File: src/rtl/core/area_average_downscaler_defines.svh
// ----------------------------------------------------------------------------
// area average downscaler assertion macros
// shared assertion forms for the downscaler rtl
// ----------------------------------------------------------------------------
`ifndef AREA_AVERAGE_DOWNSCALER_DEFINES_SVH
`define AREA_AVERAGE_DOWNSCALER_DEFINES_SVH

`ifndef ASSERT_OFF
// clocked assertion, quiet while reset is held
`define AAD_ASSERT(label, clk, rst_n, prop, msg) \
    label: assert property (@(posedge clk) disable iff (!rst_n) prop) else $error(msg);
// clocked assertion, checked during reset as well
`define AAD_ASSERT_ALWAYS(label, clk, prop, msg) \
    label: assert property (@(posedge clk) prop) else $error(msg);
`else
`define AAD_ASSERT(label, clk, rst_n, prop, msg)
`define AAD_ASSERT_ALWAYS(label, clk, prop, msg)
`endif

`endif

File: src/rtl/core/aad_pkg.sv
// ----------------------------------------------------------------------------
// aad_pkg
// types, widths and helpers shared by the area average downscaler
// ----------------------------------------------------------------------------
package aad_pkg;

    localparam int CFG_W    = 13;
    localparam int CNT_W    = 12;
    localparam int SMP_W    = 8;
    localparam int ACC_W    = 32;
    localparam int NUM_LANE = 4;
    localparam int POS_W    = 26;
    localparam int MULB_W   = 13;
    localparam int PROD_W   = POS_W + MULB_W;
    localparam int AREA_W   = 25;
    localparam int NUM_W    = 34;
    localparam int DEN_W    = 26;

    // register indexes
    localparam logic [2:0] REG_SRC_W = 3'd0;
    localparam logic [2:0] REG_SRC_H = 3'd1;
    localparam logic [2:0] REG_DST_W = 3'd2;
    localparam logic [2:0] REG_DST_H = 3'd3;
    localparam logic [2:0] REG_CHANS = 3'd4;

    typedef struct packed {
        logic [SMP_W-1:0] sample_c3;
        logic [SMP_W-1:0] sample_c2;
        logic [SMP_W-1:0] sample_c1;
        logic [SMP_W-1:0] sample_c0;
    } t_sample;

    typedef struct packed {
        logic             frame_end;
        logic [SMP_W-1:0] pixel_c3;
        logic [SMP_W-1:0] pixel_c2;
        logic [SMP_W-1:0] pixel_c1;
        logic [SMP_W-1:0] pixel_c0;
    } t_pixel;

    typedef enum logic [3:0] {
        S_CLEAR,
        S_IDLE,
        S_POS,
        S_OVL,
        S_WT,
        S_RD,
        S_ACC,
        S_WR,
        S_AREA,
        S_DIV,
        S_DONE
    } t_state;

    // length of the overlap of [a0,a1) and [b0,b1)
    function automatic logic [POS_W-1:0] overlap(
        input logic [POS_W-1:0] a0,
        input logic [POS_W-1:0] a1,
        input logic [POS_W-1:0] b0,
        input logic [POS_W-1:0] b1
    );
        logic [POS_W-1:0] lo;
        logic [POS_W-1:0] hi;
        lo = (a0 > b0) ? a0 : b0;
        hi = (a1 < b1) ? a1 : b1;
        return (hi > lo) ? (hi - lo) : '0;
    endfunction

endpackage

File: src/rtl/core/aad_divider.sv
// ----------------------------------------------------------------------------
// aad_divider
// restoring divider for one saturated 8-bit quotient, one bit a cycle
// ----------------------------------------------------------------------------
module aad_divider import aad_pkg::*; (
    input  logic             i_clk,
    input  logic             i_rst_n,
    input  logic             i_start,
    input  logic [NUM_W-1:0] i_num,
    input  logic [DEN_W-1:0] i_den,
    output logic             o_done,
    output logic [SMP_W-1:0] o_quot
);

    logic             r_busy;
    logic             r_done;
    logic [3:0]       r_k;
    logic [NUM_W-1:0] r_rem;
    logic [NUM_W-1:0] r_dsh;
    logic [SMP_W-1:0] r_q;
    logic             ge;

    assign ge = r_rem >= r_dsh;

    // control
    always_ff @(posedge i_clk) begin
        if (!i_rst_n) begin
            r_busy <= 1'b0;
            r_done <= 1'b0;
            r_k    <= '0;
        end else begin
            r_done <= 1'b0;
            if (i_start) begin
                r_busy <= 1'b1;
                r_k    <= 4'd8;
            end else if (r_busy) begin
                if ((r_k == 4'd8 && ge) || r_k == 4'd0) begin
                    r_busy <= 1'b0;
                    r_done <= 1'b1;
                end else begin
                    r_k <= r_k - 4'd1;
                end
            end
        end
    end

    // remainder and quotient; the first step only detects saturation
    always_ff @(posedge i_clk) begin
        if (i_start) begin
            r_rem <= i_num;
            r_dsh <= {i_den, 8'b0};
            r_q   <= '0;
        end else if (r_busy) begin
            if (r_k == 4'd8) begin
                if (ge) begin
                    r_q <= '1;
                end
            end else if (ge) begin
                r_rem         <= r_rem - r_dsh;
                r_q[r_k[2:0]] <= 1'b1;
            end
            r_dsh <= r_dsh >> 1;
        end
    end

    assign o_done = r_done;
    assign o_quot = r_q;

endmodule

File: config.mk
export PLATFORM = sky130hd
export DESIGN_NAME = aad_divider
export DESIGN_NICKNAME = d
export VERILOG_FILES = /design/src/rtl/core/area_average_downscaler_defines.svh /design/src/rtl/core/aad_pkg.sv /design/src/rtl/core/aad_divider.sv
export SDC_FILE = /design/constraint.sdc
export NUM_CORES = 1
export LEC_CHECK = 0
export BUFFER_PORTS_ARGS = -buffer_cell sky130_fd_sc_hd__buf_2
export CAP_MARGIN = 0
export CORE_MARGIN = 10
export CORE_UTILIZATION = 29
export DETAILED_ROUTE_END_ITERATION = 10
export GPL_TIMING_DRIVEN = 0
export HOLD_SLACK_MARGIN = 0.12
export PLACE_DENSITY = 0.48
export SYNTH_ARGS = -nofsm -noshare
export SYNTH_HDL_FRONTEND = slang
export SYNTH_SLANG_ARGS = --single-unit
File: constraint.sdc
create_clock -name i_clk -period 4.66 [get_ports i_clk]
set_clock_uncertainty 0.15 [all_clocks]
set_input_delay 1.398 -clock i_clk [delete_from_list [all_inputs] [get_ports i_clk]]
set_output_delay 1.398 -clock i_clk [all_outputs]
set_load 0.02 [all_outputs]
==> out/qor.txt <==
peak supply drop: 0.000182 V
CP Launch Type: flop
cell count after synthesis: 626
proportion of synthesized flip-flops having asynchronous set or reset: 0
number of cells in the design after placement: 930
commonest cells in the synthesized netlist: nand2_1, o21ai_0, edfxtp_1, inv_1
fraction of final layout cells sized beyond drive strength 1: 0.145
leakage component of the power: 0.00260 uW
via count of the first global-routing pass: 4977
worst max-slew margin expressed relative to the limit: 0.382
maximum number of pins on one net before global-route repair: 35
post-synth top area share: 0.330
CORE AREA: 18600 sq um
number of resized instances in the post-cts repair step: 0
DRC marker count from the first detailed-route iteration: 255
iteration count of the initial detailed-routing pass: 5
worst hold stages: 2
detailed-route DRC error count: 0
number of buffers inserted to repair setup after CTS: 0
EDFF count, synth: 60
post-synth top area cell: edfxtp_1
minimum clock period: 4.12 ns
overall global routing resource usage: 0.134
type of element capturing the critical path: flop
post-detailed-route wirelength per cell: 17.0 microns
number of rows created at floorplan: 50
worst reg-to-reg path cell count: 8
outcome: complete, no violations
Via density: 5.10
Cell Area, Placed: 6100 sq um
CTS buffer count: 9
Die Area: 24700 sq um
number of distinct library cells after synthesis: 61
max-cap viol count: 0
starting utilization of the core area: 0.293
estimated wirelength of the detail-placed design: 12.1 mm
buffer levels on the longest clock path: 2
Layout Cells excl Fill: 946
Routed Antenna Nets: 0
Final setup violation count: 0
DR vias: 4822
Finished Cell Area: 6400 sq um
top-count cell post-synth: nand2_1
Placer Congestion: 0.861
share of synthesized area occupied by flip-flops and latches: 0.411
number of nets in the synthesized netlist: 725
CTS clk-pin slew, worst paths: 0.07 ns
Post-CTS Hold Buffers: 0
Total Routed Length: 16.0 mm
number of endpoints with negative hold slack in the final report: 0
number of antenna violations at the first check in global routing: 0
Arr. time, crit path: 3.95 ns
unrepaired setup endpoints after global routing: no
Port Buf Inserts: 70
total global routing overflow: 0
post-synthesis to final-layout area growth: 17.3%
syn avg cell area: 8.71 sq um
antenna cells: 0
Max H-tree Level: 3
number of slew-limit violations in the final report: 0
clock latency reported for the late side of the worst-skew pair: 0.36 ns
wire length of the first global-routing pass: 26.3 mm
count of boundary I/O pins: 72
Tightest Pin Transition: 0.923 ns
leading cell types by total area after synthesis: edfxtp_1, dfxtp_1, ha_1
count of state elements after synthesis: 82
area of the mapped netlist: 5450 sq um
largest fanout of any net on the critical path: 34
Tightest Hold Check Type: reg -> reg
fillers: 1968
die extent in x: 157 microns
Die Ht: 157 microns
Final #Nets: 806
maximum operating frequency: 0.243 GHz
final worst path period share: 0.884
total power density per cell area: 433 nW/um^2
ys flop type: edfxtp_1
clock tree from TritonCTS: yes
type of the worst setup path: reg -> reg
CTS Sinks: 82
root buffer cell: clkbuf_16
count of yosys warnings during synthesis: 0
required time of the critical path: 4.49 ns
## area by class of cell
type,instances,area [sq um],area share
multi-input combinational,465,2920,0.456
sequential,82,2240,0.350
timing repair buffer,70,350,0.0548
tap,234,293,0.0458
clock buffer,10,250,0.0391
inverter,52,195,0.0305
buffer,27,103,0.0160
clock inverter,6,50.0,0.00782
## worst max-delay path, stage by stage (launching register included)
cell	delay [ns]
edfxtp_1	0.41
ha_1	0.45
nand4_1	0.28
or4_1	0.57
nor4_1	0.39
nor2_1	0.14
a31oi_2	0.51
nand2_1	0.13
nand2_2	0.69
## cell families after synthesis
group | share of synthesized area
simple gates | 0.175
mux | 0.0184
compound gates | 0.226
buf+inv | 0.0546
xor+xnor | 0.0305
flops | 0.411
fa+ha+maj | 0.0840
## cell usage in the layout, fill, tap and decap left out, types with 9 or more instances in the layout
cell type  instances
buf_2             71
xnor2_1           14
nor3_1             9
o21ai_0           70
dfxtp_1           22
clkbuf_1          22
a21o_1            14
clkbuf_16         10
ha_1              35
edfxtp_1          60
mux2i_1           10
inv_1             52
nand2_1          106
o31ai_1            9
a21oi_1           40
nor2_1            40
## per-stage QoR
step,power [uW],TNS [ns],util,hold WS (ns),setup slack [ns]
global route,2970,0,0.344,0.357,0.130
finish,2770,0,0.344,0.318,0.539
floorplan,1760,0,-,0.315,1.09
global placement,2010,-1.03,0.328,0.302,-0.0323
detailed placement,2030,0,0.328,0.310,0.498
CTS,2790,0,0.344,0.328,0.451
## worst paths after layout
path              startpoint        end  slack (ns)
hold reg to reg    o_quot[2]  o_quot[2]        0.32
hold / removal     o_quot[2]  o_quot[2]        0.32
setup / recovery   r_rem[21]  r_rem[20]        0.54
setup reg to reg   r_rem[21]  r_rem[20]        0.54
## state kept, by name, summed over array words and instances, names as in the netlist
| signal | cells |
|---|---|
| r_busy | 1 |
| r_dsh | 34 |
| o_quot | 8 |
| r_k | 4 |
| r_rem | 34 |
| o_done | 1 |
## per-layer routing
layer | track usage | routed length (microns)
met5 | 0 | 0
met4 | 0.0432 | 184
met3 | 0.0292 | 626
met2 | 0.221 | 7620
met1 | 0.171 | 7620
## power breakdown
group          internal (uW)  switching, uW  total (uW)  leakage [uW]
Clock                    403            345         748      0.000150
Sequential               917           39.4         957      0.000788
Combinational            423            645        1070       0.00166
Total                   1740           1030        2770       0.00260
No activity file was read; power rests on OpenSTA's default activity.
